## src/rtl/jse_pkg.sv

```systemverilog
// Package with the shared types, character constants and helpers of the JSON string escaper.
package jse_pkg;

    localparam int JSE_MAX_RES  = 8;
    localparam int JSE_IDX_W    = 3;
    localparam int JSE_BODY_MAX = 6;
    localparam int JSE_QDEPTH   = 4;

    localparam logic [7:0] C_QUOTE  = 8'h22;
    localparam logic [7:0] C_BSLASH = 8'h5C;
    localparam logic [7:0] C_CTRL_LIMIT = 8'h20;
    localparam logic [7:0] C_BS = 8'h08;
    localparam logic [7:0] C_FF = 8'h0C;
    localparam logic [7:0] C_LF = 8'h0A;
    localparam logic [7:0] C_CR = 8'h0D;
    localparam logic [7:0] C_HT = 8'h09;
    localparam logic [7:0] C_LOW_B = 8'h62;
    localparam logic [7:0] C_LOW_F = 8'h66;
    localparam logic [7:0] C_LOW_N = 8'h6E;
    localparam logic [7:0] C_LOW_R = 8'h72;
    localparam logic [7:0] C_LOW_T = 8'h74;
    localparam logic [7:0] C_LOW_U = 8'h75;
    localparam logic [7:0] C_ZERO  = 8'h30;

    typedef struct packed {
        logic [JSE_MAX_RES-1:0][7:0] chars;
        logic [JSE_IDX_W-1:0]        last_idx;
        logic                        str_end;
    } t_desc;

    function automatic logic [7:0] hex_digit(input logic [3:0] nib);
        logic [7:0] ch;
        if (nib < 4'd10) begin
            ch = C_ZERO + {4'd0, nib};
        end else begin
            ch = 8'h61 + {4'd0, nib - 4'd10};
        end
        return ch;
    endfunction

endpackage

```

## src/rtl/jse_front.sv

```systemverilog
// Front stage: accepts input beats and expands each byte into a result descriptor.
module jse_front
    import jse_pkg::*;
(
    input  logic        i_clk,
    input  logic        i_rst_n,
    input  logic        i_valid,
    output logic        o_stall,
    input  logic [7:0]  i_in_byte,
    input  logic        i_first_of_string,
    input  logic        i_last_of_string,
    input  logic        i_empty_string,
    input  logic        i_q_full,
    output logic        o_push,
    output t_desc       o_desc
);

    logic                 r_valid;
    logic                 n_valid;
    t_desc                r_desc;
    t_desc                n_desc;
    logic                 accept;
    logic [7:0]           body [JSE_BODY_MAX];
    logic [JSE_IDX_W-1:0] body_len;
    logic [JSE_IDX_W-1:0] off;
    logic [3:0]           rel;
    logic [3:0]           last_sum;
    logic [7:0]           short_ch;

    assign o_push  = r_valid && !i_q_full;
    assign o_stall = r_valid && i_q_full;
    assign accept  = i_valid && !o_stall;
    assign o_desc  = r_desc;

    always_comb begin
        case (i_in_byte)
            C_QUOTE:  short_ch = C_QUOTE;
            C_BSLASH: short_ch = C_BSLASH;
            C_BS:     short_ch = C_LOW_B;
            C_FF:     short_ch = C_LOW_F;
            C_LF:     short_ch = C_LOW_N;
            C_CR:     short_ch = C_LOW_R;
            C_HT:     short_ch = C_LOW_T;
            default:  short_ch = 8'h00;
        endcase
    end

    always_comb begin
        body[0] = C_BSLASH;
        body[1] = short_ch;
        body[2] = C_ZERO;
        body[3] = C_ZERO;
        body[4] = hex_digit(i_in_byte[7:4]);
        body[5] = hex_digit(i_in_byte[3:0]);
        body_len = JSE_IDX_W'(2);
        if (short_ch == 8'h00) begin
            if (i_in_byte < C_CTRL_LIMIT) begin
                body[1]  = C_LOW_U;
                body_len = JSE_IDX_W'(6);
            end else begin
                body[0]  = i_in_byte;
                body_len = JSE_IDX_W'(1);
            end
        end
    end

    always_comb begin
        off = i_first_of_string ? JSE_IDX_W'(1) : JSE_IDX_W'(0);
        rel = 4'd0;
        n_desc.chars = '0;
        for (int i = 0; i < JSE_MAX_RES; i++) begin
            rel = 4'(i) - {1'b0, off};
            n_desc.chars[i] = C_QUOTE;
            if ((4'(i) >= {1'b0, off}) && (rel < {1'b0, body_len})) begin
                n_desc.chars[i] = body[rel[2:0]];
            end
        end
        last_sum = {1'b0, off} + {1'b0, body_len} - 4'd1 + {3'd0, i_last_of_string};
        n_desc.last_idx = last_sum[JSE_IDX_W-1:0];
        n_desc.str_end  = i_last_of_string;
        if (i_empty_string) begin
            n_desc.chars[0] = C_QUOTE;
            n_desc.chars[1] = C_QUOTE;
            n_desc.last_idx = JSE_IDX_W'(1);
            n_desc.str_end  = 1'b1;
        end
    end

    always_comb begin
        if (accept) begin
            n_valid = 1'b1;
        end else if (o_push) begin
            n_valid = 1'b0;
        end else begin
            n_valid = r_valid;
        end
    end

    always_ff @(posedge i_clk) begin
        if (!i_rst_n) begin
            r_valid <= 1'b0;
        end else begin
            r_valid <= n_valid;
        end
    end

    always_ff @(posedge i_clk) begin
        if (accept) begin
            r_desc <= n_desc;
        end
    end

endmodule

```

## src/rtl/jse_queue.sv

```systemverilog
// Short descriptor queue between the front and back stages.
module jse_queue
    import jse_pkg::*;
#(
    parameter int Depth = JSE_QDEPTH
) (
    input  logic  i_clk,
    input  logic  i_rst_n,
    input  logic  i_push,
    input  t_desc i_desc,
    output logic  o_full,
    input  logic  i_pop,
    output logic  o_valid,
    output t_desc o_desc
);

    localparam int PtrW = (Depth > 1) ? $clog2(Depth) : 1;
    localparam int CntW = $clog2(Depth + 1);

    t_desc             r_mem [Depth];
    logic [PtrW-1:0]   r_wr_ptr;
    logic [PtrW-1:0]   r_rd_ptr;
    logic [CntW-1:0]   r_count;
    logic [PtrW-1:0]   n_wr_ptr;
    logic [PtrW-1:0]   n_rd_ptr;
    logic [CntW-1:0]   n_count;
    logic              do_push;
    logic              do_pop;

    assign o_full  = (r_count == CntW'(Depth));
    assign o_valid = (r_count != '0);
    assign o_desc  = r_mem[r_rd_ptr];
    assign do_push = i_push && !o_full;
    assign do_pop  = i_pop && o_valid;

    always_comb begin
        n_wr_ptr = r_wr_ptr;
        n_rd_ptr = r_rd_ptr;
        n_count  = r_count;
        if (do_push) begin
            n_wr_ptr = (r_wr_ptr == PtrW'(Depth - 1)) ? '0 : r_wr_ptr + PtrW'(1);
        end
        if (do_pop) begin
            n_rd_ptr = (r_rd_ptr == PtrW'(Depth - 1)) ? '0 : r_rd_ptr + PtrW'(1);
        end
        if (do_push && !do_pop) begin
            n_count = r_count + CntW'(1);
        end else if (do_pop && !do_push) begin
            n_count = r_count - CntW'(1);
        end
    end

    always_ff @(posedge i_clk) begin
        if (!i_rst_n) begin
            r_wr_ptr <= '0;
            r_rd_ptr <= '0;
            r_count  <= '0;
        end else begin
            r_wr_ptr <= n_wr_ptr;
            r_rd_ptr <= n_rd_ptr;
            r_count  <= n_count;
        end
    end

    always_ff @(posedge i_clk) begin
        if (do_push) begin
            r_mem[r_wr_ptr] <= i_desc;
        end
    end

endmodule

```

## src/rtl/jse_back.sv

```systemverilog
// Back stage: walks each descriptor and drives one output beat per cycle while i_stall is low.
module jse_back
    import jse_pkg::*;
(
    input  logic       i_clk,
    input  logic       i_rst_n,
    input  logic       i_head_valid,
    input  t_desc      i_head,
    output logic       o_pop,
    output logic       o_valid,
    input  logic       i_stall,
    output logic [7:0] o_out_byte,
    output logic       o_last_of_run,
    output logic       o_string_end
);

    logic                 r_valid;
    logic                 n_valid;
    logic [JSE_IDX_W-1:0] r_idx;
    logic [JSE_IDX_W-1:0] n_idx;
    logic [7:0]           r_byte;
    logic                 r_last;
    logic                 r_end;
    logic                 load;
    logic                 at_last;

    assign load    = i_head_valid && (!r_valid || !i_stall);
    assign at_last = (r_idx == i_head.last_idx);
    assign o_pop   = load && at_last;

    always_comb begin
        n_idx = r_idx;
        if (load) begin
            n_idx = at_last ? '0 : r_idx + JSE_IDX_W'(1);
        end
        if (load) begin
            n_valid = 1'b1;
        end else if (i_stall) begin
            n_valid = r_valid;
        end else begin
            n_valid = 1'b0;
        end
    end

    always_ff @(posedge i_clk) begin
        if (!i_rst_n) begin
            r_valid <= 1'b0;
            r_idx   <= '0;
        end else begin
            r_valid <= n_valid;
            r_idx   <= n_idx;
        end
    end

    always_ff @(posedge i_clk) begin
        if (load) begin
            r_byte <= i_head.chars[r_idx];
            r_last <= at_last;
            r_end  <= at_last && i_head.str_end;
        end
    end

    assign o_valid       = r_valid;
    assign o_out_byte    = r_byte;
    assign o_last_of_run = r_last;
    assign o_string_end  = r_end;

endmodule

```

## src/rtl/json_string_escaper_unit.sv

```systemverilog
// Top level of the streaming JSON string escaper.
//
// Input channel: i_valid / o_stall carry one raw string byte per beat with
// its framing flags; a beat is taken at a clock edge with i_valid high and
// o_stall low. Output channel: o_valid / i_stall carry one character of the
// quoted, escaped string per beat, with o_last_of_run on the final character
// of each input beat and o_string_end on a closing quote.
// An accepted input beat passes through the front register, the descriptor
// queue and the output register. While i_stall is low the output side
// delivers one character per cycle; an input beat expands to one to eight
// characters, and plain bytes sustain one beat per cycle.
// The descriptor queue absorbs short bursts of expansion before o_stall
// rises. When the receiver holds i_stall, the output beat stays unchanged,
// the queue fills and the input side stalls in turn.
// A synchronous reset on i_rst_n empties the front register, the queue and
// the output register; no output beat is valid after reset.
module json_string_escaper_unit
    import jse_pkg::*;
#(
    parameter int QueueDepth = JSE_QDEPTH
) (
    input  logic       i_clk,
    input  logic       i_rst_n,
    input  logic       i_valid,
    output logic       o_stall,
    input  logic [7:0] i_in_byte,
    input  logic       i_first_of_string,
    input  logic       i_last_of_string,
    input  logic       i_empty_string,
    output logic       o_valid,
    input  logic       i_stall,
    output logic [7:0] o_out_byte,
    output logic       o_last_of_run,
    output logic       o_string_end
);

    logic  q_full;
    logic  push;
    t_desc front_desc;
    logic  head_valid;
    t_desc head_desc;
    logic  pop;

    jse_front u_front (
        .i_clk             (i_clk),
        .i_rst_n           (i_rst_n),
        .i_valid           (i_valid),
        .o_stall           (o_stall),
        .i_in_byte         (i_in_byte),
        .i_first_of_string (i_first_of_string),
        .i_last_of_string  (i_last_of_string),
        .i_empty_string    (i_empty_string),
        .i_q_full          (q_full),
        .o_push            (push),
        .o_desc            (front_desc)
    );

    jse_queue #(
        .Depth (QueueDepth)
    ) u_queue (
        .i_clk   (i_clk),
        .i_rst_n (i_rst_n),
        .i_push  (push),
        .i_desc  (front_desc),
        .o_full  (q_full),
        .i_pop   (pop),
        .o_valid (head_valid),
        .o_desc  (head_desc)
    );

    jse_back u_back (
        .i_clk         (i_clk),
        .i_rst_n       (i_rst_n),
        .i_head_valid  (head_valid),
        .i_head        (head_desc),
        .o_pop         (pop),
        .o_valid       (o_valid),
        .i_stall       (i_stall),
        .o_out_byte    (o_out_byte),
        .o_last_of_run (o_last_of_run),
        .o_string_end  (o_string_end)
    );

endmodule

```

## config.mk

```make
export PLATFORM = sky130hd
export DESIGN_NAME = json_string_escaper_unit
export DESIGN_NICKNAME = d
export VERILOG_FILES = /design/src/rtl/jse_pkg.sv /design/src/rtl/jse_front.sv /design/src/rtl/jse_queue.sv /design/src/rtl/jse_back.sv /design/src/rtl/json_string_escaper_unit.sv
export SDC_FILE = /design/constraint.sdc
export NUM_CORES = 1
export LEC_CHECK = 0
export CORE_ASPECT_RATIO = 2
export CORE_UTILIZATION = 47
export CTS_CLUSTER_SIZE = 10
export DETAILED_ROUTE_END_ITERATION = 6
export DONT_BUFFER_PORTS = 1
export PLACE_DENSITY = 0.61
export SLEW_MARGIN = 5
export SYNTH_ARGS = -nofsm -noshare
export SYNTH_HDL_FRONTEND = slang
export SYNTH_SLANG_ARGS = --single-unit
export TNS_END_PERCENT = 100
```

## constraint.sdc

```tcl
create_clock -name i_clk -period 3.3 [get_ports i_clk]
set_clock_uncertainty 0.1 [all_clocks]
set_input_delay 0.66 -clock i_clk [delete_from_list [all_inputs] [get_ports i_clk]]
set_output_delay 0.66 -clock i_clk [all_outputs]
set_load 0.01 [all_outputs]
```

# After elaboration in Yosys (flattened, before gate mapping)
# Memory sizes are Yosys's and may differ from the RTL's. A register that Yosys moved wholly into a read port is not among the register bits.
# Cells that the tools add are included.
# totals
output_inout_bits,12
memories,1
mem_bits_rw,272
register_bits,90
wordCells,169
inputBits,15
# op_classes
reduce_logical,30
magnitude_cmp,27
addsub,22
muxes,48
eq_ne,12
bitwise_logic,10
# memory_table
memory,depth,word_bits,read_ports,rd_clocked_by_memory_dff,write_ports,line,rtl
u_queue.r_mem,4,68,1,1,1,jse_queue.sv:20,t_desc r_mem [Depth];
# op_table
op,count
8-bit binary-select mux with 3-bit select,9
8-bit two-way mux,20
7-bit case mux with 7 select lines,1
"8-bit by 4-bit equality test with 1-bit output, second input constant",5
"4-bit >= comparator, second input constant",8
4-bit by 3-bit < comparator with 1-bit output,8
3-bit NOT with 4-bit output,8
1-bit logical AND,17
"7-bit by 4-bit adder with 8-bit output, first input constant",2
16-bit two-way mux,1
"3-bit by 3-bit subtractor with 4-bit output, first input constant",4
3-bit two-way mux,5
"6-bit by 4-bit adder with 7-bit output, first input constant",2
"3-bit >= comparator, first input constant",3
"8-bit by 6-bit equality test with 1-bit output, second input constant",1
"8-bit by 7-bit equality test with 1-bit output, second input constant",1
8-bit logical NOT,1
"4-bit < comparator, second input constant",2
"8-bit by 6-bit < comparator with 1-bit output, second input constant",1
2-bit two-way mux,4
"1-bit by 3-bit subtractor with 4-bit output, first input constant",2
"2-bit by 3-bit subtractor with 4-bit output, first input constant",2
"4-bit subtractor, second input constant",2
1-bit two-way mux,7
19 further kinds,33

# Longest topological paths before layout
# Gate-level depths: netlist of run 1.
# depth
depth_word,8
depth_mapped,13
mapped_depth_nobuf,11

# Hierarchy
# Synthesis of run 1 repeated with hierarchy kept, for this count alone.
# unflattened
cells_unflattened,730
area_unflattened_um2,14297.5
# by_module_without_submodules
module,seq_area_each_um2,area_each_um2,n_inst,cells_each
jse_queue,8348.0,10311.1,1,407
jse_front,1551.5,2907.8,1,260
jse_back,380.4,1078.5,1,63

# Worst setup path after synthesis of run 1
# Ideal clock, no wire load.
# synth_path
path_kind,reg2reg
startpoint,reg u_queue.r_count[0]
endpoint,"reg u_front.r_desc, in the netlist u_front.o_desc[0] (enable)"
slack_ps,-246
setup_time_ps,465
t_arrival_ps,2981
period_less_slack_ps,3546
n_path_buf,0
path_stages_with_launch,4
required_time_ps,2735
cell_sequence,dfxtp_1 > nor2_1 > and3_1 > nor2b_1
# synth_via
elab_chain_cells,4
# synth_lines
element,line,rtl
"start, declared",jse_queue.sv:23,logic [CntW-1:0] r_count;
"start signal, assigned",jse_queue.sv:61,r_count <= n_count;
3-bit equality test,jse_queue.sv:30,assign o_full = (r_count == CntW'(Depth));
1-bit logical AND,jse_front.sv:31,assign o_stall = r_valid && i_q_full;
net o_stall,json_string_escaper_unit.sv:25,"output logic o_stall,"
1-bit logical NOT,jse_front.sv:32,assign accept = i_valid && !o_stall;
1-bit logical AND,jse_front.sv:32,
net u_front.accept,jse_front.sv:22,logic accept;
"end signal, assigned",jse_front.sv:109,r_desc <= n_desc;
"end, declared",jse_front.sv:20,t_desc r_desc;
# The timed path passes the listed nets, and every way through them passes these cells.
# A chain may end at the register's enable or synchronous reset.

==> results of run 1 <==
[logic make-up after synthesis]
kind of cell	share of synthesized area
DFF	0.714
and+or+nand+nor	0.0603
AOI/OAI and AO/OA	0.0475
muxes	0.118
buffers and inverters	0.0214
adders and majority gates	0.0302
xor gates and xnor gates	0.00759
other	0.000651
[metrics by stage]
stage               setup WS [ns]  cells
floorplan                  0.0451    652
global placement            0.146    931
detailed placement         0.0407    931
CTS                         0.189    989
global route               0.0477    989
finish                      0.256    989
[worst paths after layout]
| path | depth (start not counted) | startpoint | to | slack [ns] |
|---|---|---|---|---|
| max | 11 | flop | u_queue.r_count[2]$_SDFFE_PN0P_ | 0.26 |
| min reg2reg | 2 | u_queue.r_rd_ptr[1]$_SDFFE_PN0P_ | flop | 0.39 |
| min | 1 | i_rst_n | u_front.r_valid$_SDFFE_PN0P_ | 0.14 |
| max reg2reg | 11 | flop | u_queue.r_count[2]$_SDFFE_PN0P_ | 0.26 |
[placed cells by master (no fill, tap or decap), types with 16 or more instances in the layout]
master,n
ha_1,23
mux4_2,51
nor2_1,31
buf_4,19
clkbuf_1,26
clkbuf_16,31
a21oi_1,17
nand2_1,37
mux2i_1,17
inv_1,16
edfxtp_1,265
[power groups by stage]
stage          logic [mW]  registers, mW  clock network (mW)
2_1_floorplan        1.11           4.49                   0
3_3_place_gp         1.46           4.54                   0
3_5_place_dp         1.48           4.56                   0
4_1_cts              1.48           4.49                3.08
5_1_grt              1.59           4.53                3.21
6_report             1.45           4.49                3.02
[sequential cells by signal, summed over array words and instances, names as in the netlist, 2 cells and up, named ones only]
name / count
u_queue.r_count: 3
u_queue.r_rd_ptr: 2
u_back.o_out_byte: 8
u_back.r_idx: 3
u_front.o_desc: 51
u_queue.r_wr_ptr: 2
u_queue.r_mem: 204
[critical path, cell delays in order (launching register included)]
cell and delay [ns]:
dfxtp_4 0.48, mux4_2 0.57, xor2_1 0.21, nand2b_1 0.15
nor3_2 0.06, inv_1 0.06, ha_1 0.17, inv_1 0.07
fa_1 0.43, xor2_1 0.16, or3_1 0.32, a21boi_0 0.19
[timing repair]
action | in CTS | in global routing
endpoints found under the setup margin | 0 | 1
setup buffers | 0 | 0
hold buffers | 0 | 0
resized for setup | 0 | 1
[per-layer routing]
| metal | GRT usage | part of all wire | vias to the layer above |
|---|---|---|---|
| met5 | 0 | 0 | - |
| met4 | 0.0895 | 0.037 | 0 |
| met3 | 0.0244 | 0.034 | 46 |
| met2 | 0.351 | 0.56 | 129 |
| met1 | 0.212 | 0.37 | 2938 |
| li1 | - | - | 2606 |
[layout make-up]
class,instances,share of cell area
flip-flops and latches,279,0.641
multi-input cells,322,0.238
clock buffers,57,0.0679
well taps,287,0.0279
repair buffers,24,0.0182
inverters,19,0.00574
clock inverters,1,0.000681
==> impl_metrics.env, run 1 <==
export IMPL_status="complete, no violations"
export IMPL_switching_share=0.254
export IMPL_antenna_cells=0
export IMPL_power_frac_clock=0.337
export IMPL_slew_limit_headroom=0.600
export IMPL_multiInputGateArea_um2=3070
export IMPL_tightest_slew_ns=0.597
export IMPL_hold_class="in -> reg"
export IMPL_grt_pass1_wl_um=35100
export IMPL_antenna_found_initial=0
export IMPL_placed_cell_area_um2=12000
export IMPL_hpwl_um=14500
export IMPL_synth_most_common_cell="edfxtp_1"
export IMPL_chipHeight_um=224
export IMPL_row_count=80
export IMPL_ant_nets=0
export IMPL_cts_buffers=31
export IMPL_synth_area_leaders="edfxtp_1, mux4_2, ha_1"
export IMPL_final_layout_size_suffix_gt1_frac=0.198
export IMPL_finalMaxSlewViolations=0
export IMPL_die_w_um=113
export IMPL_vias=5719
export IMPL_ys_ff_latch=279
export IMPL_crit_path_max_fanout=12
export IMPL_area_growth_pct=11.5
export IMPL_hold_ws_ns=0.140
export IMPL_cts_tree="yes"
export IMPL_ff_latch_area_um2=8240
export IMPL_start_kind="flop"
export IMPL_finalSetupViolCount=0
export IMPL_leakage_nw=4.20
export IMPL_ios=27
export IMPL_p_switching_mw=2.28
export IMPL_first_pass_iters=6
export IMPL_htreeDepth=1
export IMPL_avgRoutedWirePerCell_um=22.9
export IMPL_synthCells=651
export IMPL_initial_core_util=0.482
export IMPL_grt_max_degree=52
export IMPL_cp_end_kind="flop"
export IMPL_ys_types=68
export IMPL_clk_latency_ns=0.55
export IMPL_powerDensity_nw_per_um2=696
export IMPL_synth_edf_count=265
export IMPL_synth_seq_area_share=0.714
export IMPL_cts_sinks=279
export IMPL_clk_pin_slew_worst_paths_ns=0.05
export IMPL_min_period_over_period=0.922
export IMPL_finalCoreUtilization=0.538
export IMPL_via_per_inst=5.78
export IMPL_drv_cap=0
export IMPL_drt_first_iter_violations=305
export IMPL_core_area_um2=23900
export IMPL_avgSynthCellArea_um2=17.7
export IMPL_synthDominantCellAreaShare=0.690
export IMPL_ys_flop_type="edfxtp_1"
export IMPL_track_usage=0.189
export IMPL_power_frac_comb=0.162
export IMPL_cts_buffer_depth=3
export IMPL_syn_area_um2=11500
export IMPL_vdd_drop_max_uv=401
export IMPL_total_power_mw=8.95
export IMPL_grt_ovfl_total=0
export IMPL_yosysTopAreaCell="edfxtp_1"
export IMPL_arrival_ns=3.41
export IMPL_final_area_um2=12900
export IMPL_power_frac_seq=0.501
export IMPL_num_fill_cells=1920
export IMPL_worstSetupPathType="reg -> reg"
export IMPL_fmax_mhz=329
export IMPL_finalHoldViolCount=0
export IMPL_drcViolationCount=0
export IMPL_fin_setup_tns_ns=0
export IMPL_intPower_mw=6.68
export IMPL_synth_warnings=0
export IMPL_synth_common_cells="edfxtp_1, mux4_2, nand2_1, nor2_1, ha_1"
export IMPL_period_minus_slack_ns=3.04
export IMPL_critPathRequiredTime_ns=3.67
export IMPL_gp_congestion=0.895
export IMPL_io_buffer_count=0
export IMPL_wl_um=22600
export IMPL_grt_pass1_vias=6112
export IMPL_rsz0062_at_grt="no"
export IMPL_ys_async_sr_fraction=0
export IMPL_die_area_um2=25200
export IMPL_cts_root_buf="clkbuf_16"
export IMPL_layout_nets=718
Note: power is estimated with default switching activity, not from simulation.
==> run 2, diff against run 1 <==
--- a/config.mk
+++ b/config.mk
@@ -10,6 +10,7 @@
 export CTS_CLUSTER_SIZE = 10
 export DETAILED_ROUTE_END_ITERATION = 6
 export DONT_BUFFER_PORTS = 1
+export MAX_ROUTING_LAYER = met4
 export PLACE_DENSITY = 0.61
 export SLEW_MARGIN = 5
 export SYNTH_ARGS = -nofsm -noshare
==> run 2 against run 1 <==
Combinational power hardly changed. Sequential power hardly changed. Critical path depth stayed put. Critical endpoint unchanged. Largest power group unchanged. Global-route usage is 0.70 points higher. Die area stayed put.
==> impl_metrics.env, run 2 (synthesized netlist as in run 1, its figures left out) <==
export IMPL_status="complete, no violations"
export IMPL_crit_path_max_fanout=9
export IMPL_htreeDepth=1
export IMPL_hold_class="in -> reg"
export IMPL_num_fill_cells=1877
export IMPL_critPathRequiredTime_ns=3.67
export IMPL_cts_buffer_depth=3
export IMPL_cts_sinks=279
export IMPL_powerDensity_nw_per_um2=695
export IMPL_leakage_nw=4.20
export IMPL_core_area_um2=23900
export IMPL_final_layout_size_suffix_gt1_frac=0.197
export IMPL_die_area_um2=25200
export IMPL_mostFrequentLayoutCell="edfxtp_1"
export IMPL_grt_pass1_vias=6299
export IMPL_drv_cap=0
export IMPL_cts_resized=0
export IMPL_cts_tree="yes"
export IMPL_wl_um=22800
export IMPL_final_cell_mix="edfxtp_1, mux4_2, nand2_1"
export IMPL_vdd_drop_max_uv=376
export IMPL_ctsHoldBuffers=0
export IMPL_cts_root_buf="clkbuf_16"
export IMPL_via_per_inst=5.85
export IMPL_chipHeight_um=224
export IMPL_post_cts_buffers=0
export IMPL_first_pass_iters=4
export IMPL_finalMaxSlewViolations=0
export IMPL_grt_ovfl_total=0
export IMPL_clk_pin_slew_worst_paths_ns=0.05
export IMPL_antenna_found_initial=0
export IMPL_drcViolationCount=0
export IMPL_start_kind="flop"
export IMPL_finalHoldViolCount=0
export IMPL_initial_core_util=0.482
export IMPL_final_cell_count_no_fill=988
export IMPL_tightest_slew_ns=0.649
export IMPL_track_usage=0.196
export IMPL_cts_buffers=31
export IMPL_placed_cell_area_um2=12000
export IMPL_gp_congestion=0.930
export IMPL_finalSetupViolCount=0
export IMPL_slew_limit_headroom=0.565
export IMPL_largest_register="u_queue.r_mem"
export IMPL_grt_pass1_wl_um=35500
export IMPL_die_w_um=113
export IMPL_hpwl_um=14800
export IMPL_hold_ws_ns=0.135
export IMPL_period_minus_slack_ns=2.98
export IMPL_rsz0062_at_grt="no"
export IMPL_worstSetupPathType="reg -> reg"
export IMPL_area_growth_pct=11.5
export IMPL_arrival_ns=3.35
export IMPL_vias=5781
export IMPL_largest_reg_flops=204
export IMPL_grt_max_degree=52
export IMPL_place_inst=931
export IMPL_fin_setup_tns_ns=0
export IMPL_cp_end_kind="flop"
export IMPL_ant_nets=0
export IMPL_layout_nets=718
export IMPL_ios=27
export IMPL_io_buffer_count=0
export IMPL_min_period_over_period=0.903
export IMPL_row_count=80
export IMPL_clk_latency_ns=0.55
export IMPL_fmax_mhz=335
export IMPL_antenna_cells=0
export IMPL_final_area_um2=12900
export IMPL_drt_first_iter_violations=328
export IMPL_avgRoutedWirePerCell_um=23.1
run 2: changes by cell type in the layout (fill, tap and decap cells not counted):
cell,change
buf_6,-1
inv_6,-1
buf_12,+1
run 2: path summary, 6_finish.rpt:
check	slack, ns	endpoint	start	cells after the start
worst min-delay path	0.14	u_front.r_valid$_SDFFE_PN0P_	i_rst_n	1
worst max register to register	0.32	u_queue.r_count[2]$_SDFFE_PN0P_	flop	11
worst min register to register	0.39	u_queue.r_mem[1][37]$_DFFE_PP_	u_front.o_desc[37]$_SDFFCE_PP1P_	0
worst max-delay path	0.32	u_queue.r_count[2]$_SDFFE_PN0P_	flop	11
run 2: per-layer routing:
| layer | vias up | routed length, um | GRT usage |
|---|---|---|---|
| met5 | - | 0 | - |
| met4 | 0 | 1030 | 0.0938 |
| met3 | 61 | 777 | 0.0254 |
| met2 | 135 | 12600 | 0.355 |
| met1 | 2978 | 8440 | 0.209 |
| li1 | 2607 | - | - |
run 2: report_power, final:
part           leakage [nW]  total (mW)  internal [mW]  switching, mW
logic                  1.23        1.47          0.630          0.838
registers              2.55        4.48           4.29          0.193
clock network         0.413        2.99           1.75           1.24
total                  4.20        8.94           6.67           2.27
run 2: worst max-delay path: stages (launching register included):
cell      delay (ns)
dfxtp_4         0.44
mux4_2          0.56
xor2_1          0.23
nand2b_1        0.15
nor3_2          0.06
inv_1           0.06
ha_1            0.17
inv_1           0.07
fa_1            0.42
xor2_1          0.15
or3_1           0.30
a21boi_0        0.18
run 2: cell type report:
| class | count | area, um^2 | area share |
|---|---|---|---|
| repair buffers | 24 | 243 | 0.0189 |
| inverters | 19 | 73.8 | 0.00574 |
| well taps | 287 | 359 | 0.0279 |
| multi-input cells | 322 | 3070 | 0.238 |
| flip-flops and latches | 279 | 8240 | 0.641 |
| clock buffers | 57 | 873 | 0.0679 |
run 2: per-stage QoR:
| step | power [mW] | setup WS [ns] | util |
|---|---|---|---|
| 3_5_place_dp | 6.06 | 0.0741 | 0.501 |
| 3_3_place_gp | 6.01 | 0.138 | 0.501 |
| 2_1_floorplan | 5.60 | 0.0451 | - |
| 4_1_cts | 9.07 | 0.285 | 0.538 |
| 5_1_grt | 9.33 | 0.0661 | 0.538 |
| 6_report | 8.94 | 0.319 | 0.538 |
